`src/rtl/pctb_pkg.sv`:
```
// Shared types, constants and a helper function for the per-channel token bucket block.
`default_nettype none

package pctb_pkg;

  // Field widths fixed by the block's interface.
  localparam int unsigned CMD_W  = 2;
  localparam int unsigned CH_W   = 3;
  localparam int unsigned TOK_W  = 16;
  localparam int unsigned TIME_W = 32;
  localparam int unsigned PROD_W = TIME_W + TOK_W;

  // Configuration port geometry.
  localparam int unsigned PADDR_W = 3;
  localparam int unsigned PDATA_W = 32;

  // Defaults and reset values.
  localparam int unsigned         CHANNEL_COUNT_DEF = 8;
  localparam int unsigned         QUEUE_DEPTH       = 2;
  localparam logic [TOK_W-1:0]    CAP_RESET         = TOK_W'(256);
  localparam logic [TIME_W-1:0]   PERIOD_RESET      = TIME_W'(60000);

  // Command codes as they arrive on the input port.
  typedef enum logic [CMD_W-1:0] {
    CMD_TAKE   = 2'd0,
    CMD_REFUND = 2'd1,
    CMD_CLEAR  = 2'd2
  } cmd_e;

  // Register indexes on the configuration port.
  typedef enum logic {
    REG_CAPACITY = 1'b0,
    REG_PERIOD   = 1'b1
  } reg_e;

  // Work classes that the front end hands to the back end.
  typedef enum logic [1:0] {
    OP_TAKE,
    OP_REFUND,
    OP_CLEAR,
    OP_IGNORE
  } op_e;

  // Back-end sequencer states.
  typedef enum logic [2:0] {
    S_IDLE,
    S_READ,
    S_MUL,
    S_DIV,
    S_APPLY,
    S_GRANT
  } back_state_e;

  // One classified word waiting in the queue.
  typedef struct packed {
    op_e               op;
    logic [CH_W-1:0]   channel;
    logic [TIME_W-1:0] now_ms;
    logic [TOK_W-1:0]  amount;
  } item_t;

  // Live configuration seen by the back end.
  typedef struct packed {
    logic [TOK_W-1:0]  capacity;
    logic [TIME_W-1:0] period;
  } cfg_t;

  // Adds up to extra tokens without passing capacity; a count already
  // above capacity is left as it is.
  function automatic logic [TOK_W-1:0] top_up(input logic [TOK_W-1:0]  tok,
                                              input logic [PROD_W-1:0] extra,
                                              input logic [TOK_W-1:0]  cap);
    logic [TOK_W-1:0] room;
    room = (tok < cap) ? (cap - tok) : '0;
    if (extra < PROD_W'(room)) begin
      return tok + extra[TOK_W-1:0];
    end
    return tok + room;
  endfunction

endpackage

`default_nettype wire

```
`src/rtl/pctb_ram.sv`:
```
// Generic single-write, single-read RAM with a registered read port.
`default_nettype none

module pctb_ram #(
  parameter int unsigned WIDTH = 48,
  parameter int unsigned DEPTH = 8
) (
  input  wire logic                                         clk_i,
  input  wire logic                                         we_i,
  input  wire logic [((DEPTH > 1) ? $clog2(DEPTH) : 1)-1:0] waddr_i,
  input  wire logic [WIDTH-1:0]                             wdata_i,
  input  wire logic                                         re_i,
  input  wire logic [((DEPTH > 1) ? $clog2(DEPTH) : 1)-1:0] raddr_i,
  output      logic [WIDTH-1:0]                             rdata_o
);

  logic [WIDTH-1:0] mem_q [DEPTH];
  logic [WIDTH-1:0] rdata_q;

  // Write port.
  always_ff @(posedge clk_i) begin
    if (we_i) begin
      mem_q[waddr_i] <= wdata_i;
    end
  end

  // Registered read port.
  always_ff @(posedge clk_i) begin
    if (re_i) begin
      rdata_q <= mem_q[raddr_i];
    end
  end

  assign rdata_o = rdata_q;

endmodule

`default_nettype wire

```
`src/rtl/pctb_div.sv`:
```
// Restoring divider that produces one quotient bit per cycle.
`default_nettype none

module pctb_div (
  input  wire logic                         clk_i,
  input  wire logic                         rst_ni,
  input  wire logic                         start_i,
  input  wire logic [pctb_pkg::PROD_W-1:0]  dividend_i,
  input  wire logic [pctb_pkg::TIME_W-1:0]  divisor_i,
  output      logic                         done_o,
  output      logic [pctb_pkg::PROD_W-1:0]  quotient_o
);

  localparam int unsigned PW    = pctb_pkg::PROD_W;
  localparam int unsigned DW    = pctb_pkg::TIME_W;
  localparam int unsigned CNT_W = $clog2(PW + 1);

  logic [PW-1:0]    shift_q, shift_d;
  logic [DW-1:0]    rem_q, rem_d;
  logic [DW-1:0]    dsr_q;
  logic [CNT_W-1:0] cnt_q, cnt_d;
  logic             run_q, run_d;
  logic             done_q, done_d;
  logic [DW:0]      partial;
  logic [DW:0]      diff;

  // One restoring step: bring down the next dividend bit and try a subtract.
  assign partial = {rem_q, shift_q[PW-1]};
  assign diff    = partial - {1'b0, dsr_q};

  always_comb begin
    shift_d = shift_q;
    rem_d   = rem_q;
    cnt_d   = cnt_q;
    run_d   = run_q;
    done_d  = 1'b0;
    if (start_i) begin
      shift_d = dividend_i;
      rem_d   = '0;
      cnt_d   = CNT_W'(PW);
      run_d   = 1'b1;
    end else if (run_q) begin
      if (!diff[DW]) begin
        rem_d   = diff[DW-1:0];
        shift_d = {shift_q[PW-2:0], 1'b1};
      end else begin
        rem_d   = partial[DW-1:0];
        shift_d = {shift_q[PW-2:0], 1'b0};
      end
      cnt_d = cnt_q - CNT_W'(1);
      if (cnt_q == CNT_W'(1)) begin
        run_d  = 1'b0;
        done_d = 1'b1;
      end
    end
  end

  // Control state.
  always_ff @(posedge clk_i or negedge rst_ni) begin
    if (!rst_ni) begin
      run_q  <= 1'b0;
      done_q <= 1'b0;
      cnt_q  <= '0;
    end else begin
      run_q  <= run_d;
      done_q <= done_d;
      cnt_q  <= cnt_d;
    end
  end

  // Datapath; a zero divisor is treated as one.
  always_ff @(posedge clk_i) begin
    shift_q <= shift_d;
    rem_q   <= rem_d;
    if (start_i) begin
      dsr_q <= (divisor_i == '0) ? DW'(1) : divisor_i;
    end
  end

  assign done_o     = done_q;
  assign quotient_o = shift_q;

endmodule

`default_nettype wire

```
`src/rtl/pctb_front.sv`:
```
// Front end: accepts commands, classifies them and queues them for the back end.
`default_nettype none

module pctb_front #(
  parameter int unsigned CHANNEL_COUNT = pctb_pkg::CHANNEL_COUNT_DEF
) (
  input  wire logic                         clk_i,
  input  wire logic                         rst_ni,
  input  wire logic                         start,
  output      logic                         busy,
  input  wire logic [pctb_pkg::CMD_W-1:0]   command_i,
  input  wire logic [pctb_pkg::CH_W-1:0]    channel_i,
  input  wire logic [pctb_pkg::TIME_W-1:0]  now_ms_i,
  input  wire logic [pctb_pkg::TOK_W-1:0]   amount_i,
  input  wire logic                         pop_i,
  output      pctb_pkg::item_t              item_o,
  output      logic                         item_valid_o
);

  localparam int unsigned DEPTH = pctb_pkg::QUEUE_DEPTH;
  localparam int unsigned PTR_W = (DEPTH > 1) ? $clog2(DEPTH) : 1;
  localparam int unsigned CNT_W = $clog2(DEPTH + 1);

  pctb_pkg::item_t  slot_q [DEPTH];
  pctb_pkg::item_t  in_item;
  pctb_pkg::op_e    op;
  logic [PTR_W-1:0] wr_ptr_q, wr_ptr_d;
  logic [PTR_W-1:0] rd_ptr_q, rd_ptr_d;
  logic [CNT_W-1:0] count_q, count_d;
  logic             in_range;
  logic             push;
  logic             pop;

  // Classify the incoming word; take and refund commands to missing channels do nothing.
  assign in_range = 32'(channel_i) < CHANNEL_COUNT;

  always_comb begin
    case (pctb_pkg::cmd_e'(command_i))
      pctb_pkg::CMD_TAKE:   op = in_range ? pctb_pkg::OP_TAKE : pctb_pkg::OP_IGNORE;
      pctb_pkg::CMD_REFUND: op = in_range ? pctb_pkg::OP_REFUND : pctb_pkg::OP_IGNORE;
      pctb_pkg::CMD_CLEAR:  op = pctb_pkg::OP_CLEAR;
      default:              op = pctb_pkg::OP_IGNORE;
    endcase
  end

  assign in_item = '{op: op, channel: channel_i, now_ms: now_ms_i, amount: amount_i};

  // Queue pointers and fill level.
  assign busy = (count_q == CNT_W'(DEPTH));
  assign push = start && !busy;
  assign pop  = pop_i && (count_q != '0);

  always_comb begin
    wr_ptr_d = wr_ptr_q;
    rd_ptr_d = rd_ptr_q;
    count_d  = count_q;
    if (push) begin
      wr_ptr_d = (wr_ptr_q == PTR_W'(DEPTH - 1)) ? '0 : wr_ptr_q + PTR_W'(1);
    end
    if (pop) begin
      rd_ptr_d = (rd_ptr_q == PTR_W'(DEPTH - 1)) ? '0 : rd_ptr_q + PTR_W'(1);
    end
    if (push && !pop) begin
      count_d = count_q + CNT_W'(1);
    end else if (pop && !push) begin
      count_d = count_q - CNT_W'(1);
    end
  end

  always_ff @(posedge clk_i or negedge rst_ni) begin
    if (!rst_ni) begin
      wr_ptr_q <= '0;
      rd_ptr_q <= '0;
      count_q  <= '0;
    end else begin
      wr_ptr_q <= wr_ptr_d;
      rd_ptr_q <= rd_ptr_d;
      count_q  <= count_d;
    end
  end

  // Queue storage.
  always_ff @(posedge clk_i) begin
    if (push) begin
      slot_q[wr_ptr_q] <= in_item;
    end
  end

  assign item_o       = slot_q[rd_ptr_q];
  assign item_valid_o = (count_q != '0);

endmodule

`default_nettype wire

```
`src/rtl/pctb_back.sv`:
```
// Back end: bucket table, refill arithmetic and grant sequencing.
`default_nettype none

module pctb_back #(
  parameter int unsigned CHANNEL_COUNT = pctb_pkg::CHANNEL_COUNT_DEF
) (
  input  wire logic                         clk_i,
  input  wire logic                         rst_ni,
  input  wire pctb_pkg::cfg_t               cfg_i,
  input  wire pctb_pkg::item_t              item_i,
  input  wire logic                         item_valid_i,
  output      logic                         pop_o,
  output      logic                         done_o,
  output      logic [pctb_pkg::TOK_W-1:0]   granted_o,
  output      logic [pctb_pkg::TOK_W-1:0]   tokens_left_o
);

  localparam int unsigned IDX_W  = (CHANNEL_COUNT > 1) ? $clog2(CHANNEL_COUNT) : 1;
  localparam int unsigned TW     = pctb_pkg::TOK_W;
  localparam int unsigned SW     = pctb_pkg::TIME_W;
  localparam int unsigned PW     = pctb_pkg::PROD_W;
  localparam int unsigned ENTRY_W = SW + TW;

  pctb_pkg::back_state_e  state_q, state_d;
  pctb_pkg::op_e          op_q;
  logic [IDX_W-1:0]       idx_q;
  logic [IDX_W-1:0]       in_idx;
  logic [31:0]            ch_ext;
  logic [SW-1:0]          now_q;
  logic [TW-1:0]          amt_q;
  logic [TW-1:0]          tok_q;
  logic [SW-1:0]          stamp_q;
  logic [PW-1:0]          prod_q;
  logic [CHANNEL_COUNT-1:0] valid_q;
  logic                   done_q;
  logic [TW-1:0]          granted_q, left_q;

  logic                   ram_re, ram_we;
  logic [ENTRY_W-1:0]     ram_rdata;
  logic [TW-1:0]          rd_tok;
  logic [SW-1:0]          rd_stamp;
  logic [SW-1:0]          elapsed;
  logic [TW-1:0]          grant;
  logic                   div_start, div_done;
  logic [PW-1:0]          quot;

  // Bucket index from the channel field.
  assign ch_ext = 32'(item_i.channel);
  assign in_idx = ch_ext[IDX_W-1:0];

  assign rd_tok   = ram_rdata[TW-1:0];
  assign rd_stamp = ram_rdata[ENTRY_W-1:TW];
  assign elapsed  = now_q - rd_stamp;
  assign grant    = (op_q == pctb_pkg::OP_TAKE) ? ((tok_q < amt_q) ? tok_q : amt_q) : '0;

  // Token counts and stamps; entries are only read once their valid bit is set.
  pctb_ram #(
    .WIDTH (ENTRY_W),
    .DEPTH (CHANNEL_COUNT)
  ) u_table (
    .clk_i   (clk_i),
    .we_i    (ram_we),
    .waddr_i (idx_q),
    .wdata_i ({stamp_q, tok_q - grant}),
    .re_i    (ram_re),
    .raddr_i (in_idx),
    .rdata_o (ram_rdata)
  );

  // Refill amount: elapsed * capacity / period.
  pctb_div u_div (
    .clk_i      (clk_i),
    .rst_ni     (rst_ni),
    .start_i    (div_start),
    .dividend_i (prod_q),
    .divisor_i  (cfg_i.period),
    .done_o     (div_done),
    .quotient_o (quot)
  );

  // Next state and strobes.
  always_comb begin
    state_d   = state_q;
    pop_o     = 1'b0;
    ram_re    = 1'b0;
    ram_we    = 1'b0;
    div_start = 1'b0;
    case (state_q)
      pctb_pkg::S_IDLE: begin
        if (item_valid_i) begin
          pop_o = 1'b1;
          if ((item_i.op == pctb_pkg::OP_TAKE) || (item_i.op == pctb_pkg::OP_REFUND)) begin
            if (valid_q[in_idx]) begin
              ram_re  = 1'b1;
              state_d = pctb_pkg::S_READ;
            end else if (item_i.op == pctb_pkg::OP_TAKE) begin
              state_d = pctb_pkg::S_GRANT;
            end
          end
        end
      end
      pctb_pkg::S_READ: begin
        state_d = (op_q == pctb_pkg::OP_TAKE) ? pctb_pkg::S_MUL : pctb_pkg::S_GRANT;
      end
      pctb_pkg::S_MUL: begin
        div_start = 1'b1;
        state_d   = pctb_pkg::S_DIV;
      end
      pctb_pkg::S_DIV: begin
        if (div_done) begin
          state_d = pctb_pkg::S_APPLY;
        end
      end
      pctb_pkg::S_APPLY: begin
        state_d = pctb_pkg::S_GRANT;
      end
      pctb_pkg::S_GRANT: begin
        ram_we  = 1'b1;
        state_d = pctb_pkg::S_IDLE;
      end
      default: begin
        state_d = pctb_pkg::S_IDLE;
      end
    endcase
  end

  // Control state: sequencer, valid bits and result strobe.
  always_ff @(posedge clk_i or negedge rst_ni) begin
    if (!rst_ni) begin
      state_q <= pctb_pkg::S_IDLE;
      valid_q <= '0;
      done_q  <= 1'b0;
    end else begin
      state_q <= state_d;
      done_q  <= 1'b0;
      if (state_q == pctb_pkg::S_IDLE && item_valid_i) begin
        case (item_i.op)
          pctb_pkg::OP_CLEAR: begin
            valid_q <= '0;
            done_q  <= 1'b1;
          end
          pctb_pkg::OP_TAKE: begin
            valid_q[in_idx] <= 1'b1;
          end
          pctb_pkg::OP_REFUND: begin
            done_q <= !valid_q[in_idx];
          end
          default: begin
            done_q <= 1'b1;
          end
        endcase
      end
      if (state_q == pctb_pkg::S_GRANT) begin
        done_q <= 1'b1;
      end
    end
  end

  // Datapath registers.
  always_ff @(posedge clk_i) begin
    case (state_q)
      pctb_pkg::S_IDLE: begin
        op_q      <= item_i.op;
        idx_q     <= in_idx;
        now_q     <= item_i.now_ms;
        amt_q     <= item_i.amount;
        tok_q     <= cfg_i.capacity;
        stamp_q   <= item_i.now_ms;
        granted_q <= '0;
        left_q    <= '0;
      end
      pctb_pkg::S_READ: begin
        stamp_q <= rd_stamp;
        prod_q  <= PW'(elapsed) * PW'(cfg_i.capacity);
        if (op_q == pctb_pkg::OP_REFUND) begin
          tok_q <= pctb_pkg::top_up(rd_tok, PW'(amt_q), cfg_i.capacity);
        end else begin
          tok_q <= rd_tok;
        end
      end
      pctb_pkg::S_APPLY: begin
        if (quot != '0) begin
          tok_q   <= pctb_pkg::top_up(tok_q, quot, cfg_i.capacity);
          stamp_q <= now_q;
        end
      end
      pctb_pkg::S_GRANT: begin
        granted_q <= grant;
        left_q    <= tok_q - grant;
      end
      default: begin
      end
    endcase
  end

  assign done_o        = done_q;
  assign granted_o     = granted_q;
  assign tokens_left_o = left_q;

endmodule

`default_nettype wire

```
`src/rtl/per_channel_token_bucket_top.sv`:
```
// Top level of the per-channel token bucket: configuration registers and the two engine halves.
//
// Usage: a command word (command_i, channel_i, now_ms_i, amount_i) is taken at a rising
// edge where start is high and busy is low. Commands are take (refill, then grant),
// refund, and clear of all buckets. Every command gives one result word on granted_o and
// tokens_left_o, marked by a one-cycle done_o pulse; results come back in command order.
// A two-entry queue sits between the command side and the execution engine, so busy is
// high only while that queue is full.
// Clear, ignored commands and refunds to a fresh bucket are answered straight from the
// idle state; the first take on a bucket goes to the grant state; a refund reads the
// table, then grants; a take on a live bucket reads, multiplies, runs the bit-serial refill
// divider, applies the refill and grants. The queue takes new commands while the engine works.
// The APB port holds bucket_capacity at 0x0 and refill_period_ms at 0x4; write it only
// while no command is outstanding. pready is tied high.
// Reset clears the queue, the sequencer and every bucket's valid bit, and restores the
// register defaults; the bucket table itself needs no clearing pass.
// The receiver cannot stall: each result is valid only in its done_o cycle.
`default_nettype none

module per_channel_token_bucket_top #(
  parameter int unsigned CHANNEL_COUNT = pctb_pkg::CHANNEL_COUNT_DEF
) (
  input  wire logic                          clk_i,
  input  wire logic                          rst_ni,
  // Command channel.
  input  wire logic                          start,
  output      logic                          busy,
  input  wire logic [pctb_pkg::CMD_W-1:0]    command_i,
  input  wire logic [pctb_pkg::CH_W-1:0]     channel_i,
  input  wire logic [pctb_pkg::TIME_W-1:0]   now_ms_i,
  input  wire logic [pctb_pkg::TOK_W-1:0]    amount_i,
  // Result channel.
  output      logic                          done_o,
  output      logic [pctb_pkg::TOK_W-1:0]    granted_o,
  output      logic [pctb_pkg::TOK_W-1:0]    tokens_left_o,
  // Configuration port.
  input  wire logic                          psel,
  input  wire logic                          penable,
  input  wire logic                          pwrite,
  input  wire logic [pctb_pkg::PADDR_W-1:0]  paddr,
  input  wire logic [pctb_pkg::PDATA_W-1:0]  pwdata,
  output      logic [pctb_pkg::PDATA_W-1:0]  prdata,
  output      logic                          pready
);

  logic [pctb_pkg::TOK_W-1:0]  cap_q;
  logic [pctb_pkg::TIME_W-1:0] period_q;
  pctb_pkg::reg_e              reg_sel;
  logic                        cfg_wr;
  pctb_pkg::cfg_t              cfg;
  pctb_pkg::item_t             item;
  logic                        item_valid;
  logic                        pop;

  // Register decode; each register is word aligned.
  assign reg_sel = pctb_pkg::reg_e'(paddr[2]);
  assign cfg_wr  = psel && penable && pwrite && pready;
  assign pready  = 1'b1;

  always_ff @(posedge clk_i or negedge rst_ni) begin
    if (!rst_ni) begin
      cap_q    <= pctb_pkg::CAP_RESET;
      period_q <= pctb_pkg::PERIOD_RESET;
    end else if (cfg_wr) begin
      case (reg_sel)
        pctb_pkg::REG_CAPACITY: cap_q    <= pwdata[pctb_pkg::TOK_W-1:0];
        pctb_pkg::REG_PERIOD:   period_q <= pwdata[pctb_pkg::TIME_W-1:0];
        default: begin
        end
      endcase
    end
  end

  // Read back.
  always_comb begin
    case (reg_sel)
      pctb_pkg::REG_CAPACITY: prdata = pctb_pkg::PDATA_W'(cap_q);
      pctb_pkg::REG_PERIOD:   prdata = pctb_pkg::PDATA_W'(period_q);
      default:                prdata = '0;
    endcase
  end

  assign cfg = '{capacity: cap_q, period: period_q};

  // Command intake and queue.
  pctb_front #(
    .CHANNEL_COUNT (CHANNEL_COUNT)
  ) u_front (
    .clk_i        (clk_i),
    .rst_ni       (rst_ni),
    .start        (start),
    .busy         (busy),
    .command_i    (command_i),
    .channel_i    (channel_i),
    .now_ms_i     (now_ms_i),
    .amount_i     (amount_i),
    .pop_i        (pop),
    .item_o       (item),
    .item_valid_o (item_valid)
  );

  // Bucket engine.
  pctb_back #(
    .CHANNEL_COUNT (CHANNEL_COUNT)
  ) u_back (
    .clk_i         (clk_i),
    .rst_ni        (rst_ni),
    .cfg_i         (cfg),
    .item_i        (item),
    .item_valid_i  (item_valid),
    .pop_o         (pop),
    .done_o        (done_o),
    .granted_o     (granted_o),
    .tokens_left_o (tokens_left_o)
  );

endmodule

`default_nettype wire

```
`config.mk`:
```
export PLATFORM = sky130hd
export DESIGN_NAME = per_channel_token_bucket_top
export DESIGN_NICKNAME = d
export VERILOG_FILES = /design/src/rtl/pctb_pkg.sv /design/src/rtl/pctb_ram.sv /design/src/rtl/pctb_div.sv /design/src/rtl/pctb_front.sv /design/src/rtl/pctb_back.sv /design/src/rtl/per_channel_token_bucket_top.sv
export SDC_FILE = /design/constraint.sdc
export NUM_CORES = 2
export LEC_CHECK = 0
export BUFFER_PORTS_ARGS = -buffer_cell sky130_fd_sc_hd__buf_4
export CORE_ASPECT_RATIO = 1.75
export CORE_UTILIZATION = 30
export DETAILED_ROUTE_END_ITERATION = 7
export GPL_TIMING_DRIVEN = 0
export PLACE_DENSITY = 0.54
export SLEW_MARGIN = 20
export SYNTH_ARGS = -nofsm -noshare
export SYNTH_HDL_FRONTEND = slang
export SYNTH_SLANG_ARGS = --single-unit
```
`constraint.sdc`:
```
create_clock -name clk_i -period 29.6 [get_ports clk_i]
set_clock_uncertainty 0.2 [all_clocks]
set_input_delay 5.92 -clock clk_i [delete_from_list [all_inputs] [get_ports clk_i]]
set_output_delay 5.92 -clock clk_i [all_outputs]
set_load 0.01 [all_outputs]
```
== After elaboration in Yosys (flattened, before gate mapping) ==
Memory sizes are Yosys's and may differ from the RTL's. A register that Yosys moved wholly into a read port is not among the register bits.
Cells that the tools add are included.

* Input bits: 94
* Bits in registers: 365
* Word-level logic and storage cells: 162
* Memories: 2
* Memory bits (writable): 490
* Output and inout port bits: 67

{| class="wikitable"
|+ Memories
! name !! depth !! width !! read ports !! clocked after memory_dff !! write ports !! RTL line !! text
|-
| u_back.u_table.mem_q || 8 || 48 || 1 || 1 || 1 || pctb_ram.sv:17 || <nowiki>logic [WIDTH-1:0] mem_q [DEPTH];</nowiki>
|-
| u_front.slot_q || 2 || 53 || 1 || 0 || 1 || pctb_front.sv:24 || <nowiki>pctb_pkg::item_t slot_q [DEPTH];</nowiki>
|}

* Reduce and logical (&&, ||, !) cells: 30
* Bitwise logic cells: 2
* Multiplexer cells: 66
* Order comparisons: 7
* Add/subtract/negate cells: 14
* $mul: 1
* Equal/unequal tests: 17

{| class="wikitable"
|+ Operator list
! kind !! number
|-
| $mux 16 || 10
|-
| $mux 48 || 2
|-
| $pmux 32 s3 || 1
|-
| $add 16x16->16 || 4
|-
| $lt 16x16->1 || 4
|-
| $mux 32 || 2
|-
| $pmux 16 s2 || 2
|-
| $pmux 32 s2 || 1
|-
| $lt 48x16->1 || 1
|-
| $mul 32x16->48 || 1
|-
| $pmux 16 s3 || 1
|-
| $reduce_bool 48->1 || 1
|-
| $sub 16x16->16 || 3
|-
| $sub 33x32->33 || 1
|-
| $logic_not 32->1 || 1
|-
| $sub 32x32->32 || 1
|-
| $mux 1 || 31
|-
| $mux 3 || 6
|-
| $pmux 8 s2 || 1
|-
| $pmux 3 s5 || 1
|-
| $mux 6 || 2
|-
| $reduce_bool 2->1 || 5
|-
| $logic_and 1x1->1 || 8
|-
| $or 8x8->8 || 1
|-
| other kinds (28) || 46
|}

== Logic depth before layout (Yosys ltp) ==
* Word-level depth: 9
* Gate-level depth with buffers: 38

== Modules after synthesis ==
From an unflattened synthesis, not the netlist that was laid out.

* Cells, all modules: 4942
* Area total of the unflattened synthesis: 59688.5 um^2

{| class="wikitable"
|+ By module, submodules not included
! module !! cells each !! times used !! area each (um^2)
|-
| pctb_back || 3308 || 1 || 30256.5
|-
| pctb_ram || 616 || 1 || 16100.4
|-
| pctb_div || 692 || 1 || 6855.3
|-
| pctb_front || 186 || 1 || 4280.4
|-
| per_channel_token_bucket_top || 140 || 1 || 2195.9
|}

== Least setup slack after synthesis ==
No wires, ideal clock.

* Kind: input to output
* Start point: input port paddr[2] (netlist bit)
* End point: output port prdata[10] (netlist bit)
* Slack: 16.579 ns
* Stages on the path: 3
* Data arrival time: 6.901 ns
* Data required time: 23.480 ns
* Cells stage by stage: clkbuf_1 -> clkbuf_1 -> mux2_2

* Word-level cells in the longest chain between the ends: 2

{| class="wikitable"
|+ RTL lines
! element !! RTL line !! text
|-
| start, declared || per_channel_token_bucket_top.sv:40 || <nowiki>input wire logic [pctb_pkg::PADDR_W-1:0] paddr,</nowiki>
|-
| $not 1->1 (no source line) || -- ||
|-
| $pmux 32 s2 * || per_channel_token_bucket_top.sv:76 || <nowiki>case (reg_sel)</nowiki>
|-
| end, declared || per_channel_token_bucket_top.sv:42 || <nowiki>output logic [pctb_pkg::PDATA_W-1:0] prdata,</nowiki>
|}

Mark *: on every way between the ends. The rest lies on a longest branch, timed or not.

== Worst setup path in the final report ==
* Start point: input port paddr[2] (netlist bit)
* End point: output port prdata[15] (netlist bit)

The elaborated chain is that of the path after synthesis.

==> flow_metrics.tcl <==
set metrics [dict create \
    status "complete, no violations" \
    drive_above_1_share_pct 10.36 \
    syn-instance-count 5101 \
    fin_setup_tns_ns 0 \
    worstSkewPairLatency_ns 0.72 \
    wirelength_mm 183.9 \
    grt_use_total_pct 18.87 \
    endpoint_kind "output port" \
    synthTopCellsByCount "edfxtp_1 (799), inv_1 (644), nand2_1 (644)" \
    io_pins 161 \
    ant_nets 0 \
    hold_viol_final 0 \
    io_buffer_count 154 \
    clkSinkCount 903 \
    postSynthAreaPerCell_sq_um 11.35 \
    cp-endpoint "prdata[15]" \
    rsz0062_at_grt "false" \
    postCtsSetupRepairBufs 0 \
    syn2layout_area_growth_pct 14.16 \
    core_sq_mm 0.1922 \
    ys_seq_area_share_pct 45.68 \
    antenna_found_initial 3 \
    crit_type "primary input to output port" \
    initial_core_util_pct 30.13 \
    synth-seq-cells 903 \
    drc 0 \
    gp_congestion 0.9367 \
    cts_tree "done" \
    maxSlewHeadroom_pct 18.68 \
    dr_total_vias 39668 \
    htree_levels 3 \
    place_hpwl_mm 147.3 \
    synth-edff-count 799 \
    finalCriticalPeriod_ns 13.66 \
    placementRows 213 \
    ys.flop_type "edfxtp_1" \
    die_w_microns 334.1 \
    synth_top_area_cell "edfxtp_1" \
    first_global_vias 42288 \
    grt_max_degree 73 \
    max_freq_mhz 73.19 \
    hold_buffers 0 \
    netlist_area_sq_mm 0.05789 \
    cts.clk_slew.worst_paths_ns 0.07 \
    cp_data_arrival_time_ns 7.54 \
    grt_pass1_wl_mm 271.7 \
    worst_pin_slew_ns 1.220 \
    clockBufferDepth 3 \
    setup_violations 0 \
    synth_most_common_cell "edfxtp_1" \
    cts-root-buf "clkbuf_16" \
    r2r-start "u_back.u_table.rdata_o[16]$_DFFE_PP_" \
    yosys-top-cells-area "edfxtp_1 (41%), fa_1 (15%), ha_1 (6.7%)" \
    worstPathMaxFanout 10 \
    wire_per_inst_microns 22.77 \
    firstDrtPassIters 7 \
    async_flop_share_pct 7.973 \
    gr-total-overflow 0 \
    pre_cts_ws_ns 15.92 \
    die-area_sq_mm 0.1948 \
    reg2reg_depth 35 \
    synth.distinct_cells 97 \
    mappedNetlistNets 5928 \
    r2r_setup_slack_ns 18.40 \
    numCtsBuffers 87 \
    startpoint "paddr[2]" \
    fin_crit_sh_pct 46.16 \
    startpoint_type "primary input" \
    fin_nets 6248 \
    die_y_microns 583.1 \
    timing.final.ws_setup_ns 15.94 \
    cap_violations 0 \
    synth_top_area_share_pct 41.45 \
    drv_slew 0 \
    hp-class "flip-flop to flip-flop" \
    cts_resized 0 \
    r2r_end "u_back.prod_q[47]$_DFFE_PP_" \
    drt-initial-drc-count 2409 \
    yosys_warnings 0 \
    avgViaCountPerCell 4.912 \
    cp_data_required_time_ns 23.48 \
]
## through the flow
step / cells / hold slack (ns) / area [sq um] / util, %
final: 8076 / 0.3059 / 66080 / 34.39
after global routing: 8076 / 0.3204 / 66080 / 34.39
after CTS: 8070 / 0.3075 / 66060 / 34.38
after detailed placement: 7912 / 0.2891 / 63260 / 32.92
after global placement: 7835 / 0.2778 / 62270 / 32.41
after floorplan: 5101 / 0.2372 / 57890 / -
## metal layers
| metal | track usage, % | part of all wire (%) | wire, microns | vias to the layer above |
|---|---|---|---|---|
| met5 | 0 | 0 | 0 | - |
| met4 | 10.71 | 6.3 | 11510 | 0 |
| met3 | 1.843 | 3.4 | 6228 | 359 |
| met2 | 36.75 | 55 | 100900 | 1040 |
| met1 | 19.34 | 36 | 65300 | 20044 |
| li1 | - | - | - | 18225 |
## registers in the layout, indices dropped and copies added, names as in the netlist, 6 cells and up
register                 flops
u_back.u_div.rem_q          32
u_back.tokens_left_o        16
u_back.u_table.mem_q       384
u_back.now_q                32
u_back.stamp_q              32
u_back.tok_q                16
u_front.slot_q             106
u_back.u_div.quotient_o     48
u_back.u_table.rdata_o      48
u_back.u_div.dsr_q          32
cap_q                       16
u_back.u_div.cnt_q           6
u_back.prod_q               48
u_back.granted_o            16
u_back.amt_q                16
u_back.valid_q               8
period_q                    32
## cell usage in the layout, fill, tap and decap left out, types with 34 or more instances in the layout
cell,count
a21oi_1,172
nand3_1,62
edfxtp_1,799
nor2_1,162
and2_1,214
xor2_1,51
nor2b_1,47
o21ai_0,142
inv_1,643
buf_4,200
xnor2_1,105
fa_1,425
a21o_1,86
clkbuf_1,214
nand2_1,644
clkbuf_16,88
dfrtp_1,64
a22oi_1,186
nor3_1,46
ha_1,308
nand2b_1,39
mux2_2,113
o211ai_1,42
o21a_1,34
mux2i_1,57
nand4_1,73
## cell families (layout without fill, tap and decap cells)
family                     after synthesis  count (layout)  synth area share [%]
other                                    1               7              0.006478
AOI/OAI and AO/OA                      844             844                 10.01
and+or+nand+nor                       1399            1399                 11.48
xor gates and xnor gates               158             158                 2.391
buffers and inverters                  892            1281                 5.873
DFF                                    903             903                 45.68
adders and majority gates              733             733                 21.36
muxes                                  171             171                 3.203
## final cells by class
cell class,count,area [sq um]
multi-input combinational,3306,28140
antenna,6,15.01
clock inverter,62,571.8
inverter,647,2434
tap,2580,3228
buffer,245,979.7
timing repair buffer,231,2032
sequential,903,26450
fill,19218,126100
clock buffer,96,2232
## critical path, cell delays in order
cell,delay [ns]
clkbuf_1,0.44
clkbuf_1,0.61
mux2_2,0.42
buf_4,0.14
## worst min path at each step
stage | slack, ns | from | cells past startpoint | endpoint
floorplan | 0.24 | u_back.u_div.done_o$_DFF_PN0_ | 1 | u_back.state_q[1]$_DFFE_PN0P_
global placement | 0.28 | u_front.wr_ptr_q$_DFFE_PN0P_ | 1 | u_front.wr_ptr_q$_DFFE_PN0P_
detailed placement | 0.29 | u_back.valid_q[4]$_DFFE_PN0P_ | 2 | u_back.valid_q[4]$_DFFE_PN0P_
CTS | 0.31 | u_back.valid_q[0]$_DFFE_PN0P_ | 2 | u_back.valid_q[0]$_DFFE_PN0P_
global route | 0.32 | u_back.prod_q[27]$_DFFE_PP_ | 2 | u_back.u_div.quotient_o[27]$_DFFE_PP_
finish | 0.31 | u_back.prod_q[38]$_DFFE_PP_ | 2 | u_back.u_div.quotient_o[38]$_DFFE_PP_
Power is left out: the tool's default activity adds up to more than one toggle a clock period on the data nets, which glitch-free logic cannot reach.
